### config.mk
export PLATFORM = sky130hd
export DESIGN_NAME = char_class_tokenizer
export DESIGN_NICKNAME = d
export VERILOG_FILES = /design/src/rtl/cct_pkg.sv /design/src/rtl/char_class_tokenizer.sv /design/src/rtl/cct_front.sv /design/src/rtl/cct_fifo.sv /design/src/rtl/cct_back.sv
export SDC_FILE = /design/constraint.sdc
export NUM_CORES = 1
export LEC_CHECK = 0
export ABC_AREA = 0
export BUFFER_PORTS_ARGS = -buffer_cell sky130_fd_sc_hd__buf_2
export CAP_MARGIN = 20
export CORE_MARGIN = 2
export CORE_UTILIZATION = 55
export CTS_CLUSTER_DIAMETER = 100
export DETAILED_ROUTE_END_ITERATION = 8
export GPL_TIMING_DRIVEN = 1
export MAX_ROUTING_LAYER = met4
export PLACE_DENSITY = 0.71
export SLEW_MARGIN = 30
export SYNTH_ARGS = -nofsm -noshare
export SYNTH_HDL_FRONTEND = slang
export SYNTH_HIERARCHICAL = 1
export SYNTH_SLANG_ARGS = --single-unit
### constraint.sdc
create_clock -name clock -period 8.1 [get_ports clock]
set_input_delay 1.215 -clock clock [delete_from_list [all_inputs] [get_ports clock]]
set_output_delay 1.215 -clock clock [all_outputs]
set_load 0.03 [all_outputs]
### src/rtl/cct_pkg.sv
// ----------------------------------------------------------------------------
// cct_pkg
// Shared types, codes and the byte classifier of the character class tokenizer.
// ----------------------------------------------------------------------------
`default_nettype none

package cct_pkg;

   localparam int MAX_TOKEN_LEN_DEF = 1023;
   localparam int OFFSET_WIDTH_DEF  = 32;
   localparam int FIFO_DEPTH        = 4;

   localparam logic [7:0] CH_TAB     = 8'h09;
   localparam logic [7:0] CH_LF      = 8'h0A;
   localparam logic [7:0] CH_SPACE   = 8'h20;
   localparam logic [7:0] CH_QUOTE   = 8'h22;
   localparam logic [7:0] CH_DOLLAR  = 8'h24;
   localparam logic [7:0] CH_PERCENT = 8'h25;
   localparam logic [7:0] CH_LPAREN  = 8'h28;
   localparam logic [7:0] CH_RPAREN  = 8'h29;
   localparam logic [7:0] CH_STAR    = 8'h2A;
   localparam logic [7:0] CH_PLUS    = 8'h2B;
   localparam logic [7:0] CH_COMMA   = 8'h2C;
   localparam logic [7:0] CH_MINUS   = 8'h2D;
   localparam logic [7:0] CH_SLASH   = 8'h2F;
   localparam logic [7:0] CH_COLON   = 8'h3A;
   localparam logic [7:0] CH_SEMI    = 8'h3B;
   localparam logic [7:0] CH_LT      = 8'h3C;
   localparam logic [7:0] CH_EQUAL   = 8'h3D;
   localparam logic [7:0] CH_GT      = 8'h3E;
   localparam logic [7:0] CH_QUEST   = 8'h3F;
   localparam logic [7:0] CH_AT      = 8'h40;
   localparam logic [7:0] CH_LBRACK  = 8'h5B;
   localparam logic [7:0] CH_RBRACK  = 8'h5D;

   localparam logic [2:0] TY_NUM    = 3'd0;
   localparam logic [2:0] TY_ID     = 3'd1;
   localparam logic [2:0] TY_KW     = 3'd2;
   localparam logic [2:0] TY_ASSIGN = 3'd3;
   localparam logic [2:0] TY_STR    = 3'd4;
   localparam logic [2:0] TY_OP     = 3'd5;

   localparam logic [1:0] RK_TOKEN = 2'd0;
   localparam logic [1:0] RK_ERROR = 2'd1;
   localparam logic [1:0] RK_OVFL  = 2'd2;

   typedef enum logic [2:0] {
      ST_START,
      ST_NUM,
      ST_ID,
      ST_KW,
      ST_ASSIGN,
      ST_STR,
      ST_ERR
   } cct_scan_type;

   typedef enum logic [3:0] {
      CL_BAD,
      CL_OP,
      CL_SEP,
      CL_DIGIT,
      CL_ALPHA,
      CL_COLON,
      CL_EQ,
      CL_SPECIAL,
      CL_QUOTE
   } cct_class_type;

   typedef struct packed {
      logic [15:0] line;
      logic [9:0]  length;
      logic [31:0] start;
      logic [2:0]  ttype;
      logic [1:0]  kind;
   } cct_res_type;

   typedef struct packed {
      cct_res_type r0;
      cct_res_type r1;
      logic        two;
   } cct_entry_type;

   function automatic cct_class_type classify(input logic [7:0] c);
      cct_class_type cl;
      cl = CL_BAD;
      if (c == CH_SPACE || c == CH_TAB || c == CH_LF || c == CH_SEMI || c == CH_COMMA)
         cl = CL_SEP;
      else if (c inside {[8'h30:8'h39]})
         cl = CL_DIGIT;
      else if (c inside {[8'h41:8'h5A], [8'h61:8'h7A]})
         cl = CL_ALPHA;
      else if (c inside {CH_DOLLAR, CH_AT, CH_QUEST})
         cl = CL_SPECIAL;
      else if (c inside {CH_PLUS, CH_MINUS, CH_STAR, CH_SLASH, CH_PERCENT, CH_LT,
                         CH_GT, CH_LPAREN, CH_RPAREN, CH_LBRACK, CH_RBRACK})
         cl = CL_OP;
      else if (c == CH_EQUAL)
         cl = CL_EQ;
      else if (c == CH_COLON)
         cl = CL_COLON;
      else if (c == CH_QUOTE)
         cl = CL_QUOTE;
      return cl;
   endfunction

   function automatic cct_res_type make_res(input logic [2:0] ttype,
                                            input logic [31:0] start,
                                            input logic [9:0] length,
                                            input logic [15:0] line,
                                            input logic [1:0] kind);
      cct_res_type r;
      r.ttype  = ttype;
      r.start  = start;
      r.length = length;
      r.line   = line;
      r.kind   = kind;
      return r;
   endfunction

endpackage

`default_nettype wire

### src/rtl/char_class_tokenizer.sv
// ----------------------------------------------------------------------------
// char_class_tokenizer
// Streaming tokenizer: one source byte per transaction in, token reports out.
// ----------------------------------------------------------------------------
// The block takes one byte per clock cycle while req_tready is high and
// updates its scanner in that same cycle. Each byte yields zero, one or two
// results, which go into a four-entry queue and leave through a registered
// output stage at one result per cycle while rsp_tready is high. With the
// queue and the output stage empty, a byte's results enter the queue as the
// byte is taken and pass to the output register before they are offered. The
// output rate of one result per cycle is what limits throughput: long runs of
// bytes that each yield two results fill the queue, and req_tready then drops
// until it drains. After a lexical error the block reports nothing more until reset.
`default_nettype none

module char_class_tokenizer #(
   parameter int MAX_TOKEN_LEN = cct_pkg::MAX_TOKEN_LEN_DEF,
   parameter int OFFSET_WIDTH  = cct_pkg::OFFSET_WIDTH_DEF
) (
   input  wire logic        clock,
   input  wire logic        reset,
   input  wire logic        req_tvalid,
   output logic             req_tready,
   input  wire logic [7:0]  req_tdata,   // char_in
   output logic             rsp_tvalid,
   input  wire logic        rsp_tready,
   output logic [63:0]      rsp_tdata,   // token_type, token_start, token_length, token_line
   output logic [1:0]       rsp_tuser,   // report_kind
   output logic             rsp_tlast    // last_of_run
);

   cct_pkg::cct_entry_type push_data, pop_data;
   logic                   push, pop, full, empty, accept;

   assign req_tready = !full;
   assign accept     = req_tvalid && !full;

   cct_front #(
      .MAX_TOKEN_LEN (MAX_TOKEN_LEN),
      .OFFSET_WIDTH  (OFFSET_WIDTH)
   ) u_front (
      .clock   (clock),
      .reset   (reset),
      .accept  (accept),
      .char_in (req_tdata),
      .entry   (push_data),
      .push    (push)
   );

   cct_fifo #(
      .DEPTH (cct_pkg::FIFO_DEPTH)
   ) u_fifo (
      .clock     (clock),
      .reset     (reset),
      .push      (push),
      .push_data (push_data),
      .full      (full),
      .pop       (pop),
      .pop_data  (pop_data),
      .empty     (empty)
   );

   cct_back u_back (
      .clock      (clock),
      .reset      (reset),
      .pop_data   (pop_data),
      .empty      (empty),
      .pop        (pop),
      .rsp_tvalid (rsp_tvalid),
      .rsp_tready (rsp_tready),
      .rsp_tdata  (rsp_tdata),
      .rsp_tuser  (rsp_tuser),
      .rsp_tlast  (rsp_tlast)
   );

endmodule

`default_nettype wire

### src/rtl/cct_front.sv
// ----------------------------------------------------------------------------
// cct_front
// Classifies each input byte, advances the scanner and builds up to two results.
// ----------------------------------------------------------------------------
`default_nettype none

module cct_front #(
   parameter int MAX_TOKEN_LEN = cct_pkg::MAX_TOKEN_LEN_DEF,
   parameter int OFFSET_WIDTH  = cct_pkg::OFFSET_WIDTH_DEF
) (
   input  wire logic                  clock,
   input  wire logic                  reset,
   input  wire logic                  accept,
   input  wire logic [7:0]            char_in,
   output cct_pkg::cct_entry_type     entry,
   output logic                       push
);

   localparam int RL_W = $clog2(MAX_TOKEN_LEN + 2);
   localparam logic [RL_W-1:0] RL_MAX = RL_W'(MAX_TOKEN_LEN);

   cct_pkg::cct_scan_type   scan_ff, scan_in;
   logic                    held_ff, held_in;
   logic                    colon_ff, colon_in;
   logic [OFFSET_WIDTH-1:0] start_ff, start_in;
   logic [RL_W-1:0]         rl_ff, rl_in;
   logic [15:0]             line_ff, line_in;
   logic [OFFSET_WIDTH-1:0] off_ff, off_in;

   cct_pkg::cct_class_type  cl;
   logic [RL_W-1:0]         rl_grow;
   logic [RL_W-1:0]         wlen;
   logic [31:0]             wlen_wide;
   logic [OFFSET_WIDTH-1:0] prev_off;
   logic [63:0]             cur_wide, prev_wide, start_wide;
   logic [2:0]              word_type;
   cct_pkg::cct_res_type    word_res, err_res, op_cur, op_prev, asg_prev, asg_start;
   logic                    cont, holds;
   cct_pkg::cct_res_type    r0, r1;
   logic [1:0]              n;

   assign cl         = cct_pkg::classify(char_in);
   assign line_in    = (char_in == cct_pkg::CH_LF && line_ff != 16'hFFFF) ?
                       line_ff + 16'd1 : line_ff;
   assign off_in     = off_ff + OFFSET_WIDTH'(1);
   assign rl_grow    = (rl_ff <= RL_MAX) ? rl_ff + RL_W'(1) : rl_ff;
   assign prev_off   = off_ff - OFFSET_WIDTH'(1);
   assign cur_wide   = 64'(off_ff);
   assign prev_wide  = 64'(prev_off);
   assign start_wide = 64'(start_ff);

   assign cont  = (cl == cct_pkg::CL_DIGIT && scan_ff != cct_pkg::ST_KW) ||
                  (cl == cct_pkg::CL_ALPHA && scan_ff != cct_pkg::ST_NUM);
   assign holds = cl == cct_pkg::CL_OP || cl == cct_pkg::CL_EQ ||
                  (cl == cct_pkg::CL_COLON && scan_ff == cct_pkg::ST_ID);

   always_comb begin
      word_type = cct_pkg::TY_ID;
      if (scan_ff == cct_pkg::ST_NUM) begin
         word_type = cct_pkg::TY_NUM;
      end else if (scan_ff == cct_pkg::ST_KW) begin
         word_type = cct_pkg::TY_KW;
      end else if (scan_ff == cct_pkg::ST_STR) begin
         word_type = cct_pkg::TY_STR;
      end
      wlen = (scan_ff == cct_pkg::ST_STR) ? rl_grow : rl_ff;
      if (wlen > RL_MAX) begin
         wlen_wide = 32'(RL_MAX);
         word_res  = cct_pkg::make_res(word_type, start_wide[31:0], wlen_wide[9:0],
                                       line_in, cct_pkg::RK_OVFL);
      end else begin
         wlen_wide = 32'(wlen);
         word_res  = cct_pkg::make_res(word_type, start_wide[31:0], wlen_wide[9:0],
                                       line_in, cct_pkg::RK_TOKEN);
      end
   end

   assign err_res   = cct_pkg::make_res(cct_pkg::TY_NUM, cur_wide[31:0], 10'd0, line_in,
                                        cct_pkg::RK_ERROR);
   assign op_cur    = cct_pkg::make_res(cct_pkg::TY_OP, cur_wide[31:0], 10'd1, line_in,
                                        cct_pkg::RK_TOKEN);
   assign op_prev   = cct_pkg::make_res(cct_pkg::TY_OP, prev_wide[31:0], 10'd1, line_in,
                                        cct_pkg::RK_TOKEN);
   assign asg_prev  = cct_pkg::make_res(cct_pkg::TY_ASSIGN, prev_wide[31:0], 10'd2,
                                        line_in, cct_pkg::RK_TOKEN);
   assign asg_start = cct_pkg::make_res(cct_pkg::TY_ASSIGN, start_wide[31:0], 10'd2,
                                        line_in, cct_pkg::RK_TOKEN);

   // Next state of the scanner.
   always_comb begin
      scan_in  = scan_ff;
      held_in  = held_ff;
      colon_in = colon_ff;
      start_in = start_ff;
      rl_in    = rl_ff;
      case (scan_ff)
         cct_pkg::ST_START: begin
            if (held_ff) begin
               held_in  = 1'b0;
               colon_in = 1'b0;
            end
            if (held_ff && colon_ff) begin
               if (cl != cct_pkg::CL_EQ) begin
                  scan_in = cct_pkg::ST_ERR;
               end
            end else begin
               case (cl)
                  cct_pkg::CL_OP, cct_pkg::CL_EQ, cct_pkg::CL_SEP: begin
                     scan_in = cct_pkg::ST_START;
                  end
                  cct_pkg::CL_QUOTE: begin
                     scan_in  = cct_pkg::ST_STR;
                     start_in = off_ff;
                     rl_in    = RL_W'(1);
                  end
                  cct_pkg::CL_ALPHA: begin
                     scan_in  = cct_pkg::ST_KW;
                     start_in = off_ff;
                     rl_in    = RL_W'(1);
                  end
                  cct_pkg::CL_DIGIT: begin
                     scan_in  = cct_pkg::ST_NUM;
                     start_in = off_ff;
                     rl_in    = RL_W'(1);
                  end
                  cct_pkg::CL_SPECIAL: begin
                     scan_in  = cct_pkg::ST_ID;
                     start_in = off_ff;
                     rl_in    = RL_W'(1);
                  end
                  cct_pkg::CL_COLON: begin
                     scan_in  = cct_pkg::ST_ASSIGN;
                     start_in = off_ff;
                     rl_in    = RL_W'(1);
                  end
                  default: begin
                     scan_in = cct_pkg::ST_ERR;
                  end
               endcase
            end
         end
         cct_pkg::ST_NUM, cct_pkg::ST_KW, cct_pkg::ST_ID: begin
            if (cont) begin
               rl_in = rl_grow;
            end else if (holds) begin
               held_in  = 1'b1;
               colon_in = (cl == cct_pkg::CL_COLON);
               scan_in  = cct_pkg::ST_START;
            end else if (cl == cct_pkg::CL_SEP) begin
               scan_in = cct_pkg::ST_START;
            end else begin
               scan_in = cct_pkg::ST_ERR;
            end
         end
         cct_pkg::ST_ASSIGN: begin
            scan_in = (cl == cct_pkg::CL_EQ) ? cct_pkg::ST_START : cct_pkg::ST_ERR;
         end
         cct_pkg::ST_STR: begin
            rl_in = rl_grow;
            if (cl == cct_pkg::CL_QUOTE) begin
               scan_in = cct_pkg::ST_START;
            end
         end
         default: begin
            scan_in = cct_pkg::ST_ERR;
         end
      endcase
   end

   // Results caused by the current byte.
   always_comb begin
      r0 = err_res;
      r1 = err_res;
      n  = 2'd0;
      case (scan_ff)
         cct_pkg::ST_START: begin
            if (held_ff && colon_ff) begin
               r0 = (cl == cct_pkg::CL_EQ) ? asg_prev : err_res;
               n  = 2'd1;
            end else begin
               if (held_ff) begin
                  r0 = op_prev;
               end
               if (cl == cct_pkg::CL_OP || cl == cct_pkg::CL_EQ) begin
                  if (held_ff) begin
                     r1 = op_cur;
                     n  = 2'd2;
                  end else begin
                     r0 = op_cur;
                     n  = 2'd1;
                  end
               end else if (cl == cct_pkg::CL_BAD) begin
                  if (held_ff) begin
                     r1 = err_res;
                     n  = 2'd2;
                  end else begin
                     r0 = err_res;
                     n  = 2'd1;
                  end
               end else if (held_ff) begin
                  n = 2'd1;
               end
            end
         end
         cct_pkg::ST_NUM, cct_pkg::ST_KW, cct_pkg::ST_ID: begin
            if (!cont) begin
               r0 = (holds || cl == cct_pkg::CL_SEP) ? word_res : err_res;
               n  = 2'd1;
            end
         end
         cct_pkg::ST_ASSIGN: begin
            r0 = (cl == cct_pkg::CL_EQ) ? asg_start : err_res;
            n  = 2'd1;
         end
         cct_pkg::ST_STR: begin
            if (cl == cct_pkg::CL_QUOTE) begin
               r0 = word_res;
               n  = 2'd1;
            end
         end
         default: begin
            n = 2'd0;
         end
      endcase
   end

   assign entry.r0  = r0;
   assign entry.r1  = r1;
   assign entry.two = (n == 2'd2);
   assign push      = accept && (n != 2'd0);

   always_ff @(posedge clock) begin
      if (reset) begin
         scan_ff  <= cct_pkg::ST_START;
         held_ff  <= 1'b0;
         colon_ff <= 1'b0;
         start_ff <= '0;
         rl_ff    <= '0;
         line_ff  <= 16'd1;
         off_ff   <= '0;
      end else if (accept) begin
         scan_ff  <= scan_in;
         held_ff  <= held_in;
         colon_ff <= colon_in;
         start_ff <= start_in;
         rl_ff    <= rl_in;
         line_ff  <= line_in;
         off_ff   <= off_in;
      end
   end

endmodule

`default_nettype wire

### src/rtl/cct_fifo.sv
// ----------------------------------------------------------------------------
// cct_fifo
// Short queue of result entries between the scanner and the output stage.
// ----------------------------------------------------------------------------
`default_nettype none

module cct_fifo #(
   parameter int DEPTH = cct_pkg::FIFO_DEPTH
) (
   input  wire logic                   clock,
   input  wire logic                   reset,
   input  wire logic                   push,
   input  cct_pkg::cct_entry_type      push_data,
   output logic                        full,
   input  wire logic                   pop,
   output cct_pkg::cct_entry_type      pop_data,
   output logic                        empty
);

   localparam int PTR_W = (DEPTH > 1) ? $clog2(DEPTH) : 1;
   localparam int CNT_W = $clog2(DEPTH + 1);
   localparam logic [PTR_W-1:0] PTR_LAST = PTR_W'(DEPTH - 1);

   cct_pkg::cct_entry_type mem_ff [DEPTH];
   logic [PTR_W-1:0]       wr_ptr_ff, wr_ptr_in;
   logic [PTR_W-1:0]       rd_ptr_ff, rd_ptr_in;
   logic [CNT_W-1:0]       count_ff, count_in;
   logic                   do_push, do_pop;

   assign full     = (count_ff == CNT_W'(DEPTH));
   assign empty    = (count_ff == '0);
   assign do_push  = push && !full;
   assign do_pop   = pop && !empty;
   assign pop_data = mem_ff[rd_ptr_ff];

   always_comb begin
      wr_ptr_in = wr_ptr_ff;
      rd_ptr_in = rd_ptr_ff;
      count_in  = count_ff;
      if (do_push) begin
         wr_ptr_in = (wr_ptr_ff == PTR_LAST) ? '0 : wr_ptr_ff + PTR_W'(1);
      end
      if (do_pop) begin
         rd_ptr_in = (rd_ptr_ff == PTR_LAST) ? '0 : rd_ptr_ff + PTR_W'(1);
      end
      if (do_push && !do_pop) begin
         count_in = count_ff + CNT_W'(1);
      end else if (do_pop && !do_push) begin
         count_in = count_ff - CNT_W'(1);
      end
   end

   always_ff @(posedge clock) begin
      if (reset) begin
         wr_ptr_ff <= '0;
         rd_ptr_ff <= '0;
         count_ff  <= '0;
      end else begin
         wr_ptr_ff <= wr_ptr_in;
         rd_ptr_ff <= rd_ptr_in;
         count_ff  <= count_in;
      end
   end

   always_ff @(posedge clock) begin
      if (do_push) begin
         mem_ff[wr_ptr_ff] <= push_data;
      end
   end

endmodule

`default_nettype wire

### src/rtl/cct_back.sv
// ----------------------------------------------------------------------------
// cct_back
// Output register that takes queued entries and hands out one result per
// transaction.
// ----------------------------------------------------------------------------
`default_nettype none

module cct_back (
   input  wire logic                   clock,
   input  wire logic                   reset,
   input  cct_pkg::cct_entry_type      pop_data,
   input  wire logic                   empty,
   output logic                        pop,
   output logic                        rsp_tvalid,
   input  wire logic                   rsp_tready,
   output logic [63:0]                 rsp_tdata,  // type, start, length, line
   output logic [1:0]                  rsp_tuser,  // report kind
   output logic                        rsp_tlast
);

   cct_pkg::cct_entry_type entry_ff, entry_in;
   logic                   valid_ff, valid_in;
   logic                   idx_ff, idx_in;
   cct_pkg::cct_res_type   res;
   logic                   done, load;

   assign done = valid_ff && rsp_tready && (idx_ff || !entry_ff.two);
   assign load = !valid_ff || done;
   assign pop  = load && !empty;

   always_comb begin
      entry_in = entry_ff;
      valid_in = valid_ff;
      idx_in   = idx_ff;
      if (load) begin
         entry_in = pop_data;
         valid_in = !empty;
         idx_in   = 1'b0;
      end else if (rsp_tready) begin
         idx_in = 1'b1;
      end
   end

   assign res        = idx_ff ? entry_ff.r1 : entry_ff.r0;
   assign rsp_tvalid = valid_ff;
   assign rsp_tdata  = {3'd0, res.line, res.length, res.start, res.ttype};
   assign rsp_tuser  = res.kind;
   assign rsp_tlast  = idx_ff || !entry_ff.two;

   always_ff @(posedge clock) begin
      if (reset) begin
         valid_ff <= 1'b0;
         idx_ff   <= 1'b0;
      end else begin
         valid_ff <= valid_in;
         idx_ff   <= idx_in;
      end
   end

   always_ff @(posedge clock) begin
      entry_ff <= entry_in;
   end

endmodule

`default_nettype wire
-- After elaboration in Yosys (flattened, before gate mapping)
Memories as Yosys holds them, arrays and structs flattened. A register that Yosys moved wholly into a read port is not among the register bits.
Index checks and enable logic that the tools add are counted.
- register bits: 115
- bits in latches: 0
- bits in writable memories: 472
- memory bits (read-only): 0
- bits of input ports: 12
- output and inout port bits: 69
- word-level logic and storage cells: 200
- memories: 1
- $add $sub $neg: 8
- multiply operators: 0
- div/mod/pow operators: 0
- $lt $le $gt $ge: 8
- equality and inequality tests: 51
- shift operators: 0
- muxes and demuxes: 66
- bitwise operators: 1
- reduce and logical (&&, ||, !) cells: 52
- memories (name ; words ; bits a word ; read ports ; clocked after memory_dff ; write ports ; RTL line ; source):
    u_fifo.mem_ff ; 4 ; 118 ; 1 ; 1 ; 1 ; cct_fifo.sv:24 ; cct_pkg::cct_entry_type mem_ff [DEPTH];
- operator list (cell ; count):
    two-way mux 38 bit ; 9
    two-way mux 47 bit ; 4
    case mux 47 bit (4 select lines) ; 1
    == test 8 x 6 -> 1 bit, second input constant ; 17
    two-way mux 39 bit ; 3
    two-way mux 63 bit ; 1
    two-way mux 11 bit ; 5
    two-way mux 3 bit ; 12
    case mux 11 bit (3 select lines) ; 1
    adder 32 x 1 -> 32 bit, second input constant ; 1
    two-way mux 4 bit ; 8
    subtractor 32 x 1 -> 32 bit, second input constant ; 1
    == test 8 x 7 -> 1 bit, second input constant ; 3
    case mux 3 bit (6 select lines) ; 1
    logical AND 1 bit ; 17
    adder 16 x 1 -> 16 bit, second input constant ; 1
    == test 4 x 3 -> 1 bit, second input constant ; 4
    == test 8 x 4 -> 1 bit, second input constant ; 2
    >= comparator 8 x 7 -> 1 bit, second input constant ; 2
    less-or-equal comparator 8 x 7 -> 1 bit, second input constant ; 2
    two-way mux 16 bit ; 1
    != test 16 bit, second input constant ; 1
    two-way mux 2 bit ; 6
    case mux 3 bit (4 select lines) ; 1
    36 further kinds ; 82

-- Longest topological paths before layout
- depth in word-level cells: 21
- mapped depth: 20
- depth with buffers taken out: 17

-- By module
The synthesis kept the hierarchy.
- by module, submodules not included (module ; instances ; cells an instance ; area an instance (µm²) ; sequential area each (µm²)):
    cct_fifo ; 1 ; 713 ; 18756.7 ; 15434.8
    cct_front ; 1 ; 993 ; 7313.3 ; 1921.8
    cct_back ; 1 ; 210 ; 4996.0 ; 3853.7
    char_class_tokenizer ; 1 ; 2 ; 10.0 ; 0.0

-- Worst setup path after synthesis
OpenSTA, ideal clock, no wires.
- path type: input to register
- start point: input req_tdata[4]
- end point: register u_fifo/mem_ff[3][0] (netlist name)
- setup time: 0.502 ns
- arrival: 6.929 ns
- data required time: 7.598 ns
- setup slack: 0.669 ns
- stages: 12
- path buffers: 2
- cells stage by stage: clkbuf_1 or4_1 nor3_2 nor2_1 nand4_1 clkbuf_1 nor3_1 ha_1 nand3_1 a311o_1 a31oi_1 and3_1
- RTL lines (what ; RTL line ; source):
    start, declared ; char_class_tokenizer.sv:24 ; input wire logic [7:0] req_tdata,

==> flow_metrics.py <==
metrics = {
    "clock_tree": {
        "number_of_clock_buffers_inserted_by_tritoncts": 74,
        "cts.sinks": 742,
        "clk_pin_slew_ns": 0.06,
        "cts_tree": "done",
        "h-tree-depth": 3,
        "cts_setup_buffers": 0,
        "worst_skew_pair.late_latency_ns": 0.63,
        "clk_root_buffer_cell": "sky130_fd_sc_hd__clkbuf_16",
        "clk_path_buf_depth": 3,
        "post_cts_hold_buffer_count": 0,
        "post_cts.resized_instances": 0,
    },
    "detailed_routing": {
        "avgRoutedWirePerCell_um": 23.4,
        "via_per_instance_ratio": 6.14,
        "final_antenna_net_count": 0,
        "post_route_wl_um": 64800,
        "pre_repair_dr_iteration_count": 5,
        "vias": 17000,
        "drc_viols": 0,
        "dr.first_iter.drc_count": 1542,
    },
    "synthesis": {
        "synth_compound_area_frac": 0.0600,
        "edff_count_synth": 635,
        "synth_ff_type": "sky130_fd_sc_hd__edfxtp_1",
        "synthesis.instances": 1918,
        "synth_area_per_cell_um2": 16.2,
        "synth_warnings": 6,
        "yosysSeqAreaShare": 0.683,
        "ys_async_sr_fraction": 0,
        "netlist_area_um2": 31100,
        "synth_simple_gate_area_frac": 0.0720,
        "synth_fa_ha_area_frac": 0.00507,
        "synth.mux.area_fraction": 0.124,
        "synth_seq_cells": 742,
        "post_synth_num_cell_types": 94,
        "synth-xor-area-share": 0.0183,
        "synth_top_family_by_area": "multiplexers",
    },
    "die": {
        "design.core.area_um2": 56200,
        "num_io_pins": 81,
        "placement_rows": 87,
        "chipHeight_um": 242,
        "fp.dieArea_um2": 58400,
        "die_w_um": 242,
        "initial_utilization": 0.553,
    },
    "global_route": {
        "grt_first_pass_wirelength_um": 100000,
        "grt_pass1_vias": 17000,
        "initial_antenna_violation_count": 5,
        "grt_max_degree": 76,
        "overflow": 0,
        "grt_util_all_layers": 0.230,
    },
    "worst_setup_path": {
        "cp.arrival_ns": 5.74,
        "timing.setup.critical_path_class": "input pin to register",
        "cp-startpoint": "req_tdata[4]",
        "endpoint_kind": "register",
        "worst-endpoint-required_ns": 8.36,
        "r2r_start": "u_front/scan_ff[1]$_SDFFE_PP0P_",
        "setup.worst_path.start_class": "input pin",
        "timing.rr.end": "u_fifo/mem_ff[3][109]$_DFFE_PP_",
        "critical_path_peak_fanout": 75,
        "rrSetupSlack_ns": 3.57,
        "timing.reg2reg.worst_path_depth": 8,
    },
    "timing": {
        "setup_viol_count_final": 0,
        "fin_skew_ns": 0.0321,
        "fmax_mhz": 183,
        "minimum_clock_period_ns": 5.48,
        "rsz0062_at_grt": "no",
        "timing.final.hold_violations": 0,
        "setup_tns_ns": 0,
        "post-route-worst-setup-slack_ns": 2.62,
        "worst_slew_margin_rel": 0.320,
        "max_slew.worst_pin.slew_ns": 1.02,
        "timing.final.crit_share": 0.676,
        "timing_max_transition_violations_final": 0,
    },
    "cells_and_area": {
        "nNetsFinal": 1971,
        "synthesis_to_finish_area_growth_pct": 9.99,
        "n_fill_cell": 4077,
        "multiInputGateArea_um2": 8780,
        "drive_gt1_frac": 0.217,
        "area.sequential_um2": 21200,
        "antenna-diode-count": 0,
    },
    "hold_path": {
        "hold_path_depth": 2,
        "worstHoldStart": "u_front/start_ff[7]$_SDFFE_PP0P_",
        "worst_hold_path_type": "register to register",
        "hold_end": "u_front/start_ff[7]$_SDFFE_PP0P_",
    },
    "run": {
        "drv_cap": 0,
    },
    "power_and_ir_drop": {
        "ir_worst_vdd_mv": 0.234,
        "ratio_of_total_power_to_cell_area_nw_per_um2": 338,
        "static_leakage_nw": 11.3,
    },
    "placed_design": {
        "gpl.final_weighted_congestion": 0.846,
        "dp_hpwl_um": 39100,
        "place_worst_setup_slack_ns": 2.04,
        "numPortBuffers": 77,
    },
    "run_status": {
        "status": "complete, no violations",
    },
}
cell type report:
class | instances | share of cell area
multi-input combinational | 990 | 0.257
tap | 756 | 0.0277
clock inverter | 41 | 0.0129
timing repair buffer | 103 | 0.0196
sequential | 742 | 0.621
inverter | 36 | 0.00399
clock buffer | 95 | 0.0580
registers in the layout, indices dropped and copies added (netlist names), named ones only:
signal and flops:
u_front/held_ff 1, u_fifo/rd_ptr_ff 2, u_back/entry_ff 127, u_fifo/wr_ptr_ff 2, u_back/rsp_tvalid 1, u_fifo/mem_ff 508, u_front/line_ff 16, u_front/colon_ff 1
u_front/rl_ff 11, u_front/off_ff 32, u_back/idx_ff 1, u_fifo/count_ff 3, u_front/scan_ff 3, u_front/start_ff 32
worst max path at each step:
stage | depth (start not counted) | to
finish | 13 | u_fifo/mem_ff[3][109]$_DFFE_PP_
global route | 13 | u_fifo/mem_ff[3][54]$_DFFE_PP_
CTS | 13 | u_fifo/mem_ff[3][93]$_DFFE_PP_
detailed placement | 13 | u_fifo/mem_ff[3][48]$_DFFE_PP_
global placement | 13 | u_fifo/mem_ff[0][89]$_DFFE_PP_
floorplan | 12 | u_fifo/mem_ff[3][0]$_DFFE_PP_
placed cells by master (no fill, tap or decap), drive strengths merged, types with 37 or more instances in the layout:
master,count
mux2,65
nand3,72
o21ai,92
dfxtp,107
nor3,38
a21oi,75
clkbuf,95
edfxtp,635
inv,37
mux4,127
buf,103
xor2,38
nor2,98
nand2,55
cells in the mapped netlist, types with 8 or more instances:
cell                       count  area share
sky130_fd_sc_hd__a21oi_1      74       0.012
sky130_fd_sc_hd__a221o_1      24      0.0077
sky130_fd_sc_hd__a31oi_1      14      0.0028
sky130_fd_sc_hd__and3_1       16      0.0032
sky130_fd_sc_hd__buf_2        21      0.0034
sky130_fd_sc_hd__buf_4        37      0.0089
sky130_fd_sc_hd__clkbuf_1     78      0.0094
sky130_fd_sc_hd__dfxtp_1     107       0.069
sky130_fd_sc_hd__edfxtp_1    635        0.61
sky130_fd_sc_hd__ha_1         11      0.0044
sky130_fd_sc_hd__inv_1        35      0.0042
sky130_fd_sc_hd__mux2_4       60       0.029
sky130_fd_sc_hd__mux4_2      127       0.092
sky130_fd_sc_hd__nand2_1      55      0.0066
sky130_fd_sc_hd__nand3_1      72       0.012
sky130_fd_sc_hd__nand4_1      29      0.0058
sky130_fd_sc_hd__nor2_1       97       0.012
sky130_fd_sc_hd__nor3_1       33      0.0053
sky130_fd_sc_hd__nor3b_1      10      0.0024
sky130_fd_sc_hd__nor4_1       13      0.0026
sky130_fd_sc_hd__o21ai_0      60      0.0097
sky130_fd_sc_hd__o21ai_1      30      0.0048
sky130_fd_sc_hd__o22ai_1       8      0.0016
sky130_fd_sc_hd__or3_1        24      0.0048
sky130_fd_sc_hd__or4_1        10      0.0024
sky130_fd_sc_hd__xnor2_1      27      0.0076
sky130_fd_sc_hd__xor2_1       38       0.011
metrics by stage:
stage	hold WS, ns	area [µm²]	cells	util	power [mW]
detailed placement	0.472	31700	2626	0.565	8.28
finish	0.482	34200	2763	0.609	11.6
global route	0.508	34200	2763	0.609	12.0
CTS	0.482	34100	2762	0.608	11.7
global placement	0.461	31700	2625	0.564	8.19
floorplan	0.454	31100	1930	-	7.49
cells by family after synthesis:
| logic type | count (synthesis) |
|---|---|
| buffers and inverters | 198 |
| adders and majority gates | 12 |
| and+or+nand+nor | 415 |
| xor gates and xnor gates | 65 |
| muxes | 197 |
| DFF | 742 |
| other | 2 |
| AOI/OAI and AO/OA | 287 |
where the power goes:
| group | leakage, nW | switching [mW] | internal, mW |
|---|---|---|---|
| sequential | 6.94 | 0.298 | 5.09 |
| clock | 1.18 | 1.43 | 1.94 |
| combinational | 3.19 | 1.69 | 1.11 |
per-layer routing:
metal | vias up | wire [µm] | global-route usage
met5 | - | 0 | -
met4 | 0 | 1490 | 0.0694
met3 | 115 | 4050 | 0.0372
met2 | 618 | 31300 | 0.356
met1 | 8659 | 28000 | 0.317
li1 | 7579 | - | -
critical path, cell delays in order:
cell and delay [ns]:
sky130_fd_sc_hd__buf_2 0.18, sky130_fd_sc_hd__or4_1 0.60, sky130_fd_sc_hd__nor3_2 0.29, sky130_fd_sc_hd__nor2_1 0.13, sky130_fd_sc_hd__nand4_1 0.13, sky130_fd_sc_hd__buf_4 0.42
sky130_fd_sc_hd__nor3_1 0.09, sky130_fd_sc_hd__ha_1 0.29, sky130_fd_sc_hd__nand3_1 0.06, sky130_fd_sc_hd__a311o_1 0.39, sky130_fd_sc_hd__a31oi_1 0.48, sky130_fd_sc_hd__and3_4 0.90
sky130_fd_sc_hd__buf_12 0.47
Note: power is estimated with default switching activity, not from simulation.
